## config.mk

```make
export PLATFORM = sky130hd
export DESIGN_NAME = scsu_encoder
export DESIGN_NICKNAME = d
export VERILOG_FILES = /design/src/rtl/scsu_pkg.sv /design/src/rtl/scsu_encoder.sv /design/src/rtl/scsu_front.sv /design/src/rtl/scsu_queue.sv /design/src/rtl/scsu_back.sv
export SDC_FILE = /design/constraint.sdc
export NUM_CORES = 1
export LEC_CHECK = 0
export ABC_AREA = 1
export BUFFER_PORTS_ARGS = -buffer_cell sky130_fd_sc_hd__buf_4
export CAP_MARGIN = 20
export CORE_ASPECT_RATIO = 0.9
export CORE_MARGIN = 1.5
export CORE_UTILIZATION = 25
export CTS_BUF_LIST = sky130_fd_sc_hd__clkbuf_2 sky130_fd_sc_hd__clkbuf_4 sky130_fd_sc_hd__clkbuf_8
export DETAILED_ROUTE_END_ITERATION = 6
export GPL_TIMING_DRIVEN = 0
export SETUP_SLACK_MARGIN = 0.1
export SYNTH_ARGS = -nofsm -noshare
export SYNTH_HDL_FRONTEND = slang
export SYNTH_SLANG_ARGS = --single-unit
export TNS_END_PERCENT = 50
```

## constraint.sdc

```tcl
create_clock -name clk -period 5.5 [get_ports clk]
set_input_delay 0.55 -clock clk [delete_from_list [all_inputs] [get_ports clk]]
set_output_delay 0.55 -clock clk [all_outputs]
set_load 0.01 [all_outputs]
```

## src/rtl/scsu_pkg.sv

```systemverilog
package scsu_pkg;

  localparam int unsigned MAX_BYTES = 5;
  localparam int unsigned QDEPTH = 4;
  localparam int unsigned QAW = 2;

  localparam logic [7:0] SQ0 = 8'h01;
  localparam logic [7:0] SQU = 8'h0E;
  localparam logic [7:0] SCU = 8'h0F;
  localparam logic [7:0] SC0 = 8'h10;
  localparam logic [7:0] UC0 = 8'hE0;
  localparam logic [7:0] UQU = 8'hF0;

  localparam logic [31:0] CTRL_PASS = 32'h0000_2601;
  localparam logic [20:0] CP_MAX = 21'h10FFFF;
  localparam logic [15:0] BOM = 16'hFEFF;
  localparam logic [15:0] UQU_LO = 16'hE000;
  localparam logic [15:0] UQU_HI = 16'hF2FF;

  typedef struct packed {
    logic [MAX_BYTES-1:0][7:0] bytes;
    logic [2:0]                cnt;
    logic                      bad;
  } job_t;

  function automatic logic [15:0] win_base(input logic [3:0] idx);
    logic [15:0] b;
    case (idx)
      4'd0:    b = 16'h0080;
      4'd1:    b = 16'h00C0;
      4'd2:    b = 16'h0400;
      4'd3:    b = 16'h0600;
      4'd4:    b = 16'h0900;
      4'd5:    b = 16'h3040;
      4'd6:    b = 16'h30A0;
      4'd7:    b = 16'hFF00;
      4'd8:    b = 16'h0000;
      4'd9:    b = 16'h0080;
      4'd10:   b = 16'h0100;
      4'd11:   b = 16'h0300;
      4'd12:   b = 16'h2000;
      4'd13:   b = 16'h2080;
      4'd14:   b = 16'h2100;
      4'd15:   b = 16'h3000;
      default: b = 16'h0000;
    endcase
    return b;
  endfunction

endpackage

```

## src/rtl/scsu_encoder.sv

```systemverilog
// Minimal SCSU encoder. Each input beat carries one code point or UTF-16 unit;
// each output beat carries one SCSU byte, with tlast on the final byte of the
// item. An item takes one output beat per byte: 1 to 3 for most characters,
// up to 5 for a supplementary code point sent from single-byte mode. The input
// side takes one item per cycle while the 4-entry job queue has room, so the
// byte-wide output channel sets the sustained rate. A code point above
// 0x10FFFF yields one beat with tuser high and a zero byte, and leaves mode and
// window unchanged. Only the predefined dynamic and static windows are used.
module scsu_encoder (
  input  logic        clk,
  input  logic        rst_n,
  input  logic        in_tvalid,
  output logic        in_tready,
  input  logic [23:0] in_tdata,   // [20:0] char_in, [23:21] zero
  output logic        out_tvalid,
  input  logic        out_tready,
  output logic [7:0]  out_tdata,  // [7:0] out_byte
  output logic        out_tlast,
  output logic        out_tuser   // [0] bad_input
);
  import scsu_pkg::*;

  job_t wr_job, rd_job;
  logic push, pop, full, empty;

  assign in_tready = !full;
  assign push = in_tvalid && in_tready;

  scsu_front u_front (
    .clk     (clk),
    .rst_n   (rst_n),
    .char_in (in_tdata[20:0]),
    .push    (push),
    .job     (wr_job)
  );

  scsu_queue u_queue (
    .clk    (clk),
    .rst_n  (rst_n),
    .push   (push),
    .wr_job (wr_job),
    .pop    (pop),
    .rd_job (rd_job),
    .full   (full),
    .empty  (empty)
  );

  scsu_back u_back (
    .clk        (clk),
    .rst_n      (rst_n),
    .rd_job     (rd_job),
    .empty      (empty),
    .pop        (pop),
    .out_tvalid (out_tvalid),
    .out_tready (out_tready),
    .out_tdata  (out_tdata),
    .out_tlast  (out_tlast),
    .out_tuser  (out_tuser)
  );

endmodule

```

## src/rtl/scsu_front.sv

```systemverilog
module scsu_front (
  input  logic          clk,
  input  logic          rst_n,
  input  logic [20:0]   char_in,
  input  logic          push,
  output scsu_pkg::job_t job
);
  import scsu_pkg::*;

  logic        mode_r, mode_nxt;
  logic [2:0]  win_r, win_nxt;

  logic [15:0] c;
  logic [15:0] hit;
  logic [15:0][6:0] off;
  logic        dyn_hit, st_hit;
  logic [2:0]  dw, sw;
  logic        uqu;
  logic [19:0] v;

  assign c = char_in[15:0];
  assign v = 20'(char_in - 21'h010000);
  assign uqu = (c >= UQU_LO) && (c <= UQU_HI);

  always_comb begin
    logic [16:0] diff;
    for (int i = 0; i < 16; i++) begin
      diff = {1'b0, c} - {1'b0, win_base(4'(i))};
      hit[i] = !diff[16] && (diff[15:7] == '0);
      off[i] = diff[6:0];
    end
  end

  always_comb begin
    dyn_hit = |hit[7:0];
    st_hit = |hit[15:8];
    dw = '0;
    sw = '0;
    for (int i = 7; i >= 0; i--) begin
      if (hit[i]) dw = 3'(i);
      if (hit[i+8]) sw = 3'(i);
    end
  end

  always_comb begin
    job = '0;
    mode_nxt = mode_r;
    win_nxt = win_r;
    if (char_in > CP_MAX) begin
      job.cnt = 3'd1;
      job.bad = 1'b1;
    end else if (char_in[20:16] != '0) begin
      if (!mode_r) begin
        job.bytes = {v[7:0], {6'b110111, v[9:8]}, v[17:10], {6'b110110, v[19:18]}, SCU};
        job.cnt = 3'd5;
      end else begin
        job.bytes[3:0] = {v[7:0], {6'b110111, v[9:8]}, v[17:10], {6'b110110, v[19:18]}};
        job.cnt = 3'd4;
      end
      mode_nxt = 1'b1;
    end else if (!mode_r) begin
      if (c < 16'h0020) begin
        if (!CTRL_PASS[c[4:0]]) begin
          job.bytes[1:0] = {c[7:0], SQ0};
          job.cnt = 3'd2;
        end else begin
          job.bytes[0] = c[7:0];
          job.cnt = 3'd1;
        end
      end else if (c <= 16'h007F) begin
        job.bytes[0] = c[7:0];
        job.cnt = 3'd1;
      end else if (hit[{1'b0, win_r}]) begin
        job.bytes[0] = {1'b1, off[{1'b0, win_r}]};
        job.cnt = 3'd1;
      end else if (dyn_hit) begin
        job.bytes[1:0] = {{1'b1, off[{1'b0, dw}]}, SC0 | {5'd0, dw}};
        job.cnt = 3'd2;
        win_nxt = dw;
      end else if (st_hit) begin
        job.bytes[1:0] = {{1'b0, off[{1'b1, sw}]}, 8'(SQ0 + {5'd0, sw})};
        job.cnt = 3'd2;
      end else if (c == BOM) begin
        job.bytes[2:0] = {BOM[7:0], BOM[15:8], SQU};
        job.cnt = 3'd3;
      end else begin
        if (uqu) begin
          job.bytes[3:0] = {c[7:0], c[15:8], UQU, SCU};
          job.cnt = 3'd4;
        end else begin
          job.bytes[2:0] = {c[7:0], c[15:8], SCU};
          job.cnt = 3'd3;
        end
        mode_nxt = 1'b1;
      end
    end else begin
      if (c <= 16'h007F) begin
        if ((c < 16'h0020) && !CTRL_PASS[c[4:0]]) begin
          job.bytes[2:0] = {c[7:0], SQ0, UC0 | {5'd0, win_r}};
          job.cnt = 3'd3;
        end else begin
          job.bytes[1:0] = {c[7:0], UC0 | {5'd0, win_r}};
          job.cnt = 3'd2;
        end
        mode_nxt = 1'b0;
      end else if (dyn_hit) begin
        job.bytes[1:0] = {{1'b1, off[{1'b0, dw}]}, UC0 | {5'd0, dw}};
        job.cnt = 3'd2;
        win_nxt = dw;
        mode_nxt = 1'b0;
      end else if (uqu) begin
        job.bytes[2:0] = {c[7:0], c[15:8], UQU};
        job.cnt = 3'd3;
      end else begin
        job.bytes[1:0] = {c[7:0], c[15:8]};
        job.cnt = 3'd2;
      end
    end
  end

  always_ff @(posedge clk) begin
    if (!rst_n) begin
      mode_r <= 1'b0;
      win_r <= '0;
    end else if (push) begin
      mode_r <= mode_nxt;
      win_r <= win_nxt;
    end
  end

endmodule

```

## src/rtl/scsu_queue.sv

```systemverilog
module scsu_queue (
  input  logic           clk,
  input  logic           rst_n,
  input  logic           push,
  input  scsu_pkg::job_t wr_job,
  input  logic           pop,
  output scsu_pkg::job_t rd_job,
  output logic           full,
  output logic           empty
);
  import scsu_pkg::*;

  job_t           mem_r [QDEPTH];
  logic [QAW-1:0] wp_r, wp_nxt;
  logic [QAW-1:0] rp_r, rp_nxt;
  logic [QAW:0]   cnt_r, cnt_nxt;

  assign full = (cnt_r == (QAW+1)'(QDEPTH));
  assign empty = (cnt_r == '0);
  assign rd_job = mem_r[rp_r];

  always_comb begin
    wp_nxt = push ? QAW'(wp_r + 1'b1) : wp_r;
    rp_nxt = pop ? QAW'(rp_r + 1'b1) : rp_r;
    cnt_nxt = cnt_r;
    if (push && !pop) cnt_nxt = (QAW+1)'(cnt_r + 1'b1);
    else if (pop && !push) cnt_nxt = (QAW+1)'(cnt_r - 1'b1);
  end

  always_ff @(posedge clk) begin
    if (push) mem_r[wp_r] <= wr_job;
  end

  always_ff @(posedge clk) begin
    if (!rst_n) begin
      wp_r <= '0;
      rp_r <= '0;
      cnt_r <= '0;
    end else begin
      wp_r <= wp_nxt;
      rp_r <= rp_nxt;
      cnt_r <= cnt_nxt;
    end
  end

endmodule

```

## src/rtl/scsu_back.sv

```systemverilog
module scsu_back (
  input  logic           clk,
  input  logic           rst_n,
  input  scsu_pkg::job_t rd_job,
  input  logic           empty,
  output logic           pop,
  output logic           out_tvalid,
  input  logic           out_tready,
  output logic [7:0]     out_tdata,
  output logic           out_tlast,
  output logic           out_tuser
);
  import scsu_pkg::*;

  logic                      vld_r, vld_nxt;
  logic [MAX_BYTES-1:0][7:0] bytes_r, bytes_nxt;
  logic [2:0]                rem_r, rem_nxt;
  logic                      bad_r, bad_nxt;
  logic                      adv, last_byte, need;

  assign adv = vld_r && out_tready;
  assign last_byte = (rem_r == 3'd1);
  assign need = !vld_r || (adv && last_byte);
  assign pop = need && !empty;

  assign out_tvalid = vld_r;
  assign out_tdata = bytes_r[0];
  assign out_tlast = last_byte;
  assign out_tuser = bad_r;

  always_comb begin
    vld_nxt = vld_r;
    bytes_nxt = bytes_r;
    rem_nxt = rem_r;
    bad_nxt = bad_r;
    if (adv && !last_byte) begin
      bytes_nxt = {8'h00, bytes_r[MAX_BYTES-1:1]};
      rem_nxt = 3'(rem_r - 1'b1);
    end else if (need) begin
      vld_nxt = !empty;
      bytes_nxt = rd_job.bytes;
      rem_nxt = rd_job.cnt;
      bad_nxt = rd_job.bad;
    end
  end

  always_ff @(posedge clk) begin
    bytes_r <= bytes_nxt;
    rem_r <= rem_nxt;
    bad_r <= bad_nxt;
  end

  always_ff @(posedge clk) begin
    if (!rst_n) vld_r <= 1'b0;
    else vld_r <= vld_nxt;
  end

endmodule

```

==> run summary, run 1 <==
The flow ran to the end, and the final reports show no timing, DRC or antenna violations. The worst setup path is launched from a primary input. Clock tree synthesis inserted a total of 39 buffers. The share of total power dissipated in sequential elements is 42.7%. The post-synthesis area per instance is roughly 8.6 um2. The launch instance of the worst register-to-register path is u_front.mode_r. The height of the chip is around 220 um.

For this design the top-level I/O count stands at 40. Of the available clock period, the critical path in the final layout requires 75.5%. The total of cells resized after clock tree synthesis came out at 0. The path with the worst hold slack has its endpoint at u_front.mode_r. The count of cells along the worst register-to-register path is 6. The post-CTS setup buffer count is 0. The worst-case headroom to the max-slew limit is 40.6%.

Across the whole layout, storage elements account for 6810 um2. The clock period minus final worst setup slack is 4160 ps. The accumulated negative setup slack is 0 ps. Routability-driven placement finished with a final weighted congestion of 0.943. The fraction of layout cells with a size suffix above 1 came out at between 10% and 20%. The critical path in this run is classified as in2reg.

The pin count of the biggest net entering global routing came out at 30. The count of unique library cells instantiated by Yosys came out at between 50 and 60. The category of the worst setup path capture point is a register.

For this design, the CTS-stage hold fixing added 0 buffers. The number of standard-cell rows in the floorplan came out at 79. The sequential fraction of the synthesis area is 51.7%. The vias after detailed routing came out at 11,600. The wire length of the first global-routing pass is 67.6 mm.

The design draws 5.83 mW. The violation count after the first detailed-routing iteration is 1,194. The total net switching power is 2.07 mW. The number of inserted diodes is 0. For this run, the leading register cell type out of synthesis is edfxtp_1. The final max-slew violation count was 0. The total iterations of the first detailed-routing run is 6. Global routing used 16.3% of the available tracks.

The total internal power came out at 3.76 mW. Setup violations remaining at the end of the flow were counted as 0. The pin slew with the least headroom to its limit is 891 ps. The number of buffer cells added on primary ports came out at 32. The tree is rooted in a clkbuf_8. The HPWL reported at the end of detailed placement came out at between 30 and 40 mm. For this run, the number of Yosys warnings is 0. Of the total power, combinational logic draws 31.8%. The initial standard-cell utilization of the core came out at 25.4%.

The number of global-route vias before repair is 11,100. The layout filler cell count is approximately 5,500. The final clock skew came out at 10.7 ps. The number of antenna violations at the first check in global routing came out at 0.

Counting flops with an async set or reset pin after synthesis yields a share of 0%. The post-detailed-route wirelength per cell came out at approximately 19 um. In this run the worst hold path is classified as in2reg.

The clock network latency to the later pin of the worst-skew pair came out at 530 ps. The routed via count divided by cell count came out at 4.99. Measured along the x axis, the die boundary spans between 200 and 250 um.

Along the worst hold path, the cell count comes to 3. In the final layout, the multi-input gates occupy 5520 um2. The number of nets in the synthesized netlist is between 1,500 and 2,000.

Dividing total power by cell area gives a power density of 384 nW/um2. The number of synthesized register bits came out at 234. The most critical setup path has its startpoint at in_tdata[5]. The deepest clock path buffer count is 3.

The highest achievable clock rate is about 240 MHz. The routed wire length came out at 44.4 mm. The area growth from synthesis to layout is 15.3%.

The worst-path maximum fanout came out at 10. The clock transition at the registers of the reported paths is roughly 60 ps. Clock tree synthesis found a total of 234 sinks. The number of remaining DRC errors is 0.

The H-tree depth came out at 2. Across the run, the number of max-cap violations was 0. The remaining number of nets flagged by the antenna check after routing is 0. The share of total power dissipated in the clock network is 25.6%.

At the worst endpoint, the arrival time is 4400 ps. Net switching is 35.4% of the power. The count of flip-flops with a built-in enable after synthesis is 212. The worst-case register-to-register setup slack came out at 2160 ps. The global-route congestion overflow total is 0. Summing every instance area after synthesis gives about 13,000 um2. The cell leakage power came out at 5.82 nW. The die outline area came out at around 54,000 um2.

The area of the core region came out at about 52,000 um2. The required time of the worst setup path came out at about 5800 ps. The number of endpoints with negative hold slack in the final report is 0.

Setup repair after global routing left no endpoint under its margin. TritonCTS built the clock tree. In this run the critical register-to-register path is captured at u_queue.mem_r[3][33]. In this run the most critical hold path is launched from rst_n. The largest vdd supply drop is 152 uV.

The count of nets after finishing came out at around 1,700. Synthesis produced a netlist whose cell count is 1,530.
-- layout by cell type (no fill, tap or decap), types with 9 or more instances in the layout --
cell / count
xor2_1: 9
clkbuf_4: 11
clkbuf_8: 44
a21oi_1: 74
nor2_1: 252
inv_1: 88
clkbuf_1: 58
dfxtp_1: 22
ha_1: 32
nand2_1: 278
o22ai_1: 26
a31oi_1: 30
nand3_1: 83
buf_4: 46
inv_2: 17
o21ai_0: 157
clkinv_1: 13
nor3_1: 29
buf_2: 16
nor2_4: 11
nand4_1: 22
edfxtp_1: 212
o21ai_1: 25
-- synth_stat cells (3+ instances only) --
library cell,instances,area share (%)
nand2_1,279,8.0
nor2_1,256,7.3
edfxtp_1,212,48
o21ai_0,157,6.0
inv_1,88,2.5
nand3_1,83,3.2
a21oi_1,74,2.8
clkbuf_1,58,1.7
ha_1,32,3.0
a31oi_1,30,1.4
nor3_1,29,1.1
o22ai_1,26,1.2
o21ai_1,25,0.95
dfxtp_1,22,3.3
nand4_1,22,1.0
inv_2,17,0.48
buf_2,16,0.61
buf_4,14,0.80
xor2_1,9,0.60
nor2_4,7,0.60
a211oi_1,5,0.29
clkinv_1,5,0.14
o211ai_1,5,0.29
o31ai_1,5,0.29
nand2_2,4,0.19
nor4_1,4,0.19
buf_6,3,0.26
o311ai_0,3,0.20
xnor2_1,3,0.20
-- final cells by class --
| cell class | count | share of cell area (%) |
|---|---|---|
| Tap cell | 688 | 5.68 |
| Clock inverter | 17 | 0.577 |
| Buffer | 92 | 2.90 |
| Timing Repair Buffer | 37 | 2.24 |
| Multi-Input combinational cell | 1093 | 36.4 |
| Sequential cell | 234 | 44.9 |
| Inverter | 111 | 2.76 |
| Clock buffer | 55 | 4.54 |
-- cell families (layout without fill, tap and decap cells) --
| logic type | Yosys count | after routing | share of synthesized area [%] |
|---|---|---|---|
| xor+xnor | 13 | 13 | 0.923 |
| simple gates | 699 | 699 | 22.8 |
| flops | 234 | 234 | 51.7 |
| compound gates | 348 | 348 | 14.8 |
| buf+inv | 203 | 312 | 6.53 |
| fa+ha+maj | 33 | 33 | 3.20 |
-- layer usage --
layer  vias up  share of wire [%]  track usage, %
met5         -                  0               0
met1      5563                 44            22.4
met3        80                7.0            2.21
met2       502                 46            26.8
met4         0                2.6            4.71
li1       5464                  -               -
-- power groups by stage --
| stage | clock network (mW) | registers [mW] | logic [mW] |
|---|---|---|---|
| 2_1_floorplan | 0 | 2.50 | 1.15 |
| 3_3_place_gp | 0 | 2.54 | 1.78 |
| 4_1_cts | 1.51 | 2.49 | 1.85 |
| 5_1_grt | 1.59 | 2.52 | 2.06 |
| 6_report | 1.49 | 2.49 | 1.85 |
| 3_5_place_dp | 0 | 2.52 | 1.84 |
-- worst max path at each step --
| stage | slack, ps | cells after the start | endpoint |
|---|---|---|---|
| after floorplan | 2430 | 4 | u_queue.mem_r[0][0] |
| after global placement | 680 | 3 | u_queue.mem_r[3][39] |
| after detailed placement | 890 | 22 | u_queue.mem_r[3][24] |
| after CTS | 1430 | 22 | u_queue.mem_r[2][24] |
| after global routing | 1060 | 22 | u_queue.mem_r[3][26] |
| final | 1340 | 22 | u_queue.mem_r[2][25] |
-- registers in the layout, summed over array words and instances (netlist names), named ones only --
| signal | count |
|---|---|
| u_back.bytes_r | 32 |
| u_back.out_tdata | 8 |
| u_back.out_tuser | 1 |
| u_back.out_tvalid | 1 |
| u_back.rem_r | 3 |
| u_front.mode_r | 1 |
| u_front.win_r | 3 |
| u_queue.cnt_r | 3 |
| u_queue.mem_r | 176 |
| u_queue.rp_r | 2 |
| u_queue.wp_r | 2 |
-- worst max-delay path: stages --
cell,delay (ps)
buf_4,120
clkbuf_1,530
inv_1,400
ha_1,380
inv_1,90
nand2_1,100
nand3_1,120
nand2_1,80
nand2_1,70
nand2_1,70
and3_1,150
nand3_1,130
nand2_1,70
nand2_1,60
nand3_1,80
nand2_2,130
nand3_2,220
inv_2,230
nand2_2,140
o21ai_1,150
nand2_1,70
a21oi_1,460
-- stage by stage --
step	hold WS (ps)	instance area [um2]	instances	util (%)	setup slack, ps
after floorplan	436	13200	1530	-	2430
after global placement	452	14300	2250	27.5	677
after detailed placement	457	14400	2255	27.8	888
after CTS	299	15200	2327	29.3	1430
after global routing	322	15200	2327	29.3	1060
final	320	15200	2327	29.3	1340
(Power assumes the default switching activity.)
==> inputs of run 2 (changes only) <==
- clock period: 5.5 -> 4.2 ns (I/O delays scaled with it)
==> run 2 against run 1 <==
Non-clock buffer count stayed put. Sequential share of layout area barely moved. Power increased by 31%. Register-to-register slack got worse by 1300 ps. Worst hold slack lost 130 ps. Critical path depth up 1. Global-route usage stayed put. Combinational power increased by 31%. Setup slack worse by 1000 ps. First-iteration DRC count shrank 4.3%. Routed wire length is 0.12% lower. Clock power up 31%.
==> run summary, run 2 (synthesized netlist as in run 1, its figures left out) <==
The violation count after the first detailed-routing iteration is 1,143. The area growth from synthesis to layout is 15.3%. The accumulated negative setup slack is 0 ps. The clock period minus final worst setup slack is 3860 ps. The combined area of the multi-input logic cells came out at between 5000 and 6000 um2.

The clock network burns 25.6% of the power. The die covers 54,000 um2. Setup repair after global routing left no endpoint under its margin.

The HPWL after detailed placement is 32.0 mm. In this run the deepest clock path goes through 3 buffers. The number of buffer cells added on primary ports is 32. The total internal power came out at about 4.9 mW.

The worst hold path belongs to the class in2reg. The pre-antenna-repair detailed-routing pass consisted of 6 iterations. The global-route congestion overflow total is 0. The critical-path cell with the highest stage delay is a21oi_1.

The critical path start-end classification is in2reg. The switching power share of the total came out at 35.5%. The pin slew with the least headroom to its limit is 875 ps.

The total of max-cap violations is 0. The routed via count divided by cell count came out at between 4 and 5. The CTS buffer count came out at 39. The number of inserted diodes came out at 0. The count of nets after finishing is 1,669.

STA classifies the critical path startpoint as a primary input. Walking the worst path, the cells encountered are buf_4, buf_4, inv_2, buf_6, ha_1, buf_4, inv_2, nand2_1, nand2_2, o21ai_0, nand3_1, nor2_1, nand2_2, nand2_4, nor2_8, nand2_8, buf_6, nor2_1, nand2_1, nand4_1, nand3_1, nand2_1, a21oi_1. In the final layout, flip-flops and latches occupy 6810 um2.

The final clock skew came out at between 15 and 20 ps. At the placement stage, the worst setup path has a slack of -282 ps. Global routing used 16.3% of the available tracks across all layers.

The number of standard-cell rows in the floorplan came out at 79. The top cell types in the final layout, fill and taps aside, are nand2_1, nor2_1, edfxtp_1. In this design, the stage delay of the slowest critical-path cell is 470 ps. Setup slack on the critical path of the routed design comes to 339 ps. From bottom edge to top edge, the die measures between 200 and 250 um. The hold slack is just under 200 ps.

Clock-pin slew was measured on the worst setup and hold paths at 60 ps. The remaining number of nets flagged by the antenna check after routing is 0. The congestion estimate from routability-driven global placement came to between 0.9 and 1. The clock network latency to the later pin of the worst-skew pair came out at 530 ps. The layout filler cell count came out at 5,534. The fraction of layout cells with a size suffix above 1 is 11.5%. The commonest non-fill, non-tap cell in the layout is nand2_1. The H-tree depth came out at 2. The number of antenna violations at the first check in global routing is 0. In the routed design, unresolved DRC markers number 0. The total of cells resized after clock tree synthesis came out at 0. The required time of the worst setup path came out at roughly 4500 ps. The routed wire length came out at 44.4 mm. The highest achievable clock rate came out at 259 MHz. The wire length of the first global-routing pass is 67.6 mm. In the final routed layout, each cell accounts on average for ~19 um. The worst-case headroom to the max-slew limit is between 40% and 50%. The total net switching power is 2.71 mW. The largest vdd supply drop came out at 199 uV. The sequential share of power came out at 42.6%. Of the available clock period, the critical path in the final layout requires 91.9%. The worst setup path is captured at a register. The number of endpoints with negative hold slack in the final report came out at 0. Ranked by flip-flop count, first place goes to u_queue.mem_r. The post-CTS setup buffer count came out at 0. The run finished with clean final reports. The initial standard-cell utilization of the core is 25.4%. The tree is rooted in a clkbuf_8. TritonCTS built the clock tree. The clock net in this run drives a total of 234 sinks. The combinational cell fraction of total power is 31.8%.

40 I/O pins were placed. Setup violations remaining at the end of the flow were counted as 0. In this run the horizontal extent of the chip is 245 um. The worst-path maximum fanout is 12. The number of hold buffers added after CTS is 0. At the worst endpoint, the arrival time is 4110 ps. The number of global-route vias before repair came to 11,100. The cell leakage power came out at between 5 and 6 nW.

The vias after detailed routing came out at 11,600. The pin count of the biggest net entering global routing is 30. The register with the most flip-flops in the layout has approximately 180 of them.

The power per standard cell area is 504 nW/um2. The final max-slew violation count is 0. The area of the core region is ~52,000 um2.
[run 2: path summary, 6_finish.rpt]
kind	start	end	slack (ps)	depth (start not counted)
max	in_tdata[8]	u_queue.mem_r[1][5]	340	23
max reg2reg	u_front.mode_r	u_queue.mem_r[3][33]	840	6
min reg2reg	u_queue.rp_r[1]	u_queue.rp_r[1]	470	2
min	rst_n	u_front.mode_r	190	3
[run 2: stage by stage]
stage / area (um2) / instances / power, mW / util (%)
floorplan: 13200 / 1530 / 4.78 / -
global placement: 14300 / 2250 / 5.65 / 27.5
detailed placement: 14400 / 2255 / 5.72 / 27.8
CTS: 15200 / 2327 / 7.66 / 29.3
global route: 15200 / 2327 / 8.09 / 29.3
finish: 15200 / 2327 / 7.64 / 29.3
[run 2: worst max-delay path: cells and delay by family]
family	cells	cell delay, ps
simple gates	13	1600
buf+inv	7	1110
compound gates	2	790
fa+ha+maj	1	160
[run 2: per-layer routing]
| metal | vias up | global-route usage (%) | part of all wire [%] |
|---|---|---|---|
| met3 | 83 | 2.21 | 7.0 |
| met2 | 500 | 26.8 | 46 |
| li1 | 5462 | - | - |
| met5 | - | 0 | 0 |
| met4 | 0 | 4.71 | 2.7 |
| met1 | 5576 | 22.4 | 45 |
[run 2: power by group through the flow]
stage	registers (mW)	logic, mW	clock network, mW
final	3.26	2.43	1.95
after global routing	3.30	2.70	2.09
after CTS	3.26	2.42	1.98
after detailed placement	3.30	2.41	0
after global placement	3.32	2.33	0
after floorplan	3.27	1.51	0
[run 2: final cells by class]
type	instances	share of cell area, %
Clock inverter	17	0.577
Buffer	92	2.91
Tap cell	688	5.67
Timing Repair Buffer	37	2.24
Clock buffer	55	4.54
Sequential cell	234	44.9
Inverter	111	2.76
Multi-Input combinational cell	1093	36.4
==> inputs of run 3 (changes only) <==
- clock period: 4.2 -> 3.9 ns (I/O delays scaled with it)
==> run 3 against run 2 <==
Cell count unchanged. First-iteration DRC count increased by 3.7%. Critical path depth decreased by 3. Clock power increased by 8%. Flip-flop and latch count unchanged. Combinational power increased by 8.2%. Largest power group unchanged. Setup slack got worse by 170 ps. Power increased by 7.8%. Register-to-register slack got worse by 350 ps. Cell area increased by 0.32%. Largest cell class unchanged. Global-route usage unchanged.
==> run summary, run 3 (synthesized netlist as in run 1, its figures left out) <==
The run finished with clean final reports. The switching power share of the total came out at 35.5%. The TritonCTS clock tree is built. In this run, the clock network consumes 25.5% of the power. The worst-path maximum fanout is 12. The worst register-to-register path has a setup slack of roughly 500 ps. The floorplan step set the die width to 245 um. For this run, design rule violations remaining after detail routing come to 0. The clock period minus final worst setup slack came out at between 3000 and 4000 ps. Registers are responsible for roughly 43% of the overall power. The die is 221 um tall. The number of endpoints with negative hold slack in the final report came out at 0. The commonest non-fill, non-tap cell in the layout is nand2_1. The die covers 54,000 um2. The final clock skew came out at 15.9 ps. The layout filler cell count came out at 5,527. The area of the core region came out at 51,800 um2.

The deepest clock path buffer count is 3. The top cell types in the final layout, fill and taps aside, are nand2_1, nor2_1, edfxtp_1. For hold timing, the worst endpoint is u_front.mode_r. The CTS buffer count is 39. The overall track demand over capacity in global routing came out at 16.3%.

The pin slew with the least headroom to its limit is just under 900 ps. The routed via count divided by cell count is 4.98. STA classifies the critical path startpoint as a primary input.

The filler-free cell count of the finished design came out at 2,327. The global-route congestion overflow total came out at 0. The fraction of layout cells with a size suffix above 1 is 12.2%. Setup repair after global routing could not meet its margin everywhere. The multi-input combinational cells in the finished layout cover a total of 5570 um2. The origin of the worst setup path is in_tdata[8]. The end of the worst register-to-register path is u_queue.mem_r[3][33].

The count of nets after finishing came out at 1,669. The H-tree was split into 2 levels. The first global-routing pass estimated 67.6 mm of wire. STA classifies the critical path endpoint as a register.

The number of inserted diodes came out at 0. The post-detailed-route wirelength per cell came out at 19.1 um. The path class of the lowest-slack min-delay path is in2reg. The top-level I/O count is 40. The flip-flop count of the largest register, all copies and words added came out at 176. The cell leakage power is 5.82 nW. The power per standard cell area came out at 541 nW/um2. The combinational cell fraction of total power came out at 31.9%. The cell count of the worst hold path is 3. The vias after detailed routing is 11,600. The number of standard-cell rows in the floorplan came out at 79. The number of antenna violations at the first check in global routing came to 0.

The worst setup path is of the in2reg kind. The number of global-route vias before repair came out at 11,100. The final max-slew violation count is 0.

u_queue.mem_r holds more flip-flops than any other register. The first TritonRoute pass finished after 6 iterations. The clock network latency to the later pin of the worst-skew pair is 530 ps.

The highest achievable clock rate came out at 268 MHz. Detailed placement ended at an HPWL of 32.0 mm. The finished cells cover 15,200 um2. Setup violations remaining at the end of the flow were counted as 0. Summing all placed instances gives a cell area of approximately 14,000 um2. The footprint of the flip-flops and latches is about 6800 um2.

For the worst setup path, the data arrival time is 3960 ps. The hold slack is 157 ps. The initial standard-cell utilization of the core came out at about a quarter. Dividing the final minimum period by the clock period gives 95.6%. The count of cells along the worst register-to-register path came out at 6. The number of hold buffers added after CTS came out at 0. The routed wire length is roughly 44 mm. The root buffer selected by CTS is clkbuf_8. The pin count of the biggest net entering global routing is 30.

For this block, the initial DRC count from the detailed router was 1,185. The number of cells after detailed placement is 2,255. The remaining number of nets flagged by the antenna check after routing came out at 0. The area growth from synthesis to layout is 15.7%. VDD sags by at most approximately 210 uV.

CTS saw 234 sinks. The startpoint of the tightest hold check path is rst_n. The overall power is 8.23 mW. The total of max-cap violations is 0. The clock transition at the registers of the reported paths came out at 60 ps. The worst-case headroom to the max-slew limit is 40.6%. The required time of the worst setup path is 4130 ps.

The launch instance of the worst register-to-register path is u_front.mode_r. The total internal power is between 5 and 6 mW. The final weighted congestion in routability-driven placement is 0.943. The number of buffer cells added on primary ports came out at 32. Summed over all nets, the switching power comes to approximately 2.9 mW.
==> run 3: cell count changes in the layout (fill, tap and decap cells not counted) <==
cell and delta:
buf_2 -1, a221oi_1 -1, nor2_1 -1, nor2_2 +1, a21oi_2 +9, a21oi_1 -9, clkbuf_4 +1, clkinv_1 -1
clkinvlp_4 +1, a221oi_2 +1
==> run 3: repair_timing <==
item | 4_1_cts | 5_1_grt
hold endpoints to repair | 0 | 0
resized for setup | 1 | 14
buffers inserted | 0 | 0
setup endpoints to repair | 20 | 91
==> run 3: power groups by stage <==
stage / sequential [mW] / clock (mW) / combinational, mW
5_1_grt: 3.55 / 2.25 / 2.92
4_1_cts: 3.51 / 2.13 / 2.61
2_1_floorplan: 3.52 / 0 / 1.63
3_5_place_dp: 3.56 / 0 / 2.60
6_report: 3.51 / 2.10 / 2.63
3_3_place_gp: 3.58 / 0 / 2.51
==> run 3: layout make-up <==
cell class | count | share of cell area (%)
Sequential cell | 234 | 44.7
Clock inverter | 17 | 0.575
Multi-Input combinational cell | 1093 | 36.6
Tap cell | 688 | 5.66
Buffer | 92 | 2.92
Inverter | 111 | 2.78
Timing Repair Buffer | 37 | 2.24
Clock buffer | 55 | 4.52
==> run 3: worst max-delay path: stages <==
cell and delay, ps:
buf_4 130, buf_4 210, inv_2 130, buf_6 180
ha_1 160, buf_4 200, inv_2 90, a21oi_4 330
nand3_1 150, nand2_1 100, nor2_1 80, nand4_2 130
nand2_1 130, nor2_4 260, nand2_8 150, inv_4 130
nand2_1 90, o21ai_1 160, inv_2 110, a211oi_1 620
==> run 3: how the worst max path moves through the flow <==
stage	to	slack, ps	cells past startpoint
finish	u_queue.mem_r[2][34]	170	20
global route	u_queue.mem_r[2][34]	70	20
detailed placement	u_queue.mem_r[3][24]	-550	22
floorplan	u_queue.mem_r[0][0]	830	4
CTS	u_queue.mem_r[2][24]	160	22
global placement	u_queue.mem_r[3][39]	-870	4
==> run 3: stage by stage <==
step	util, %	worst slack [ps]	setup TNS, ps
6_report	29.4	170	0
5_1_grt	29.4	68.8	0
4_1_cts	29.3	155	0
3_5_place_dp	27.8	-552	-45940
3_3_place_gp	27.5	-874	-188570
2_1_floorplan	-	832	0
==> run 3: metal layers <==
metal	track usage (%)	wire length (um)
met5	0	0
met4	4.71	1050
met3	2.21	3130
met2	26.8	20500
met1	22.4	19800
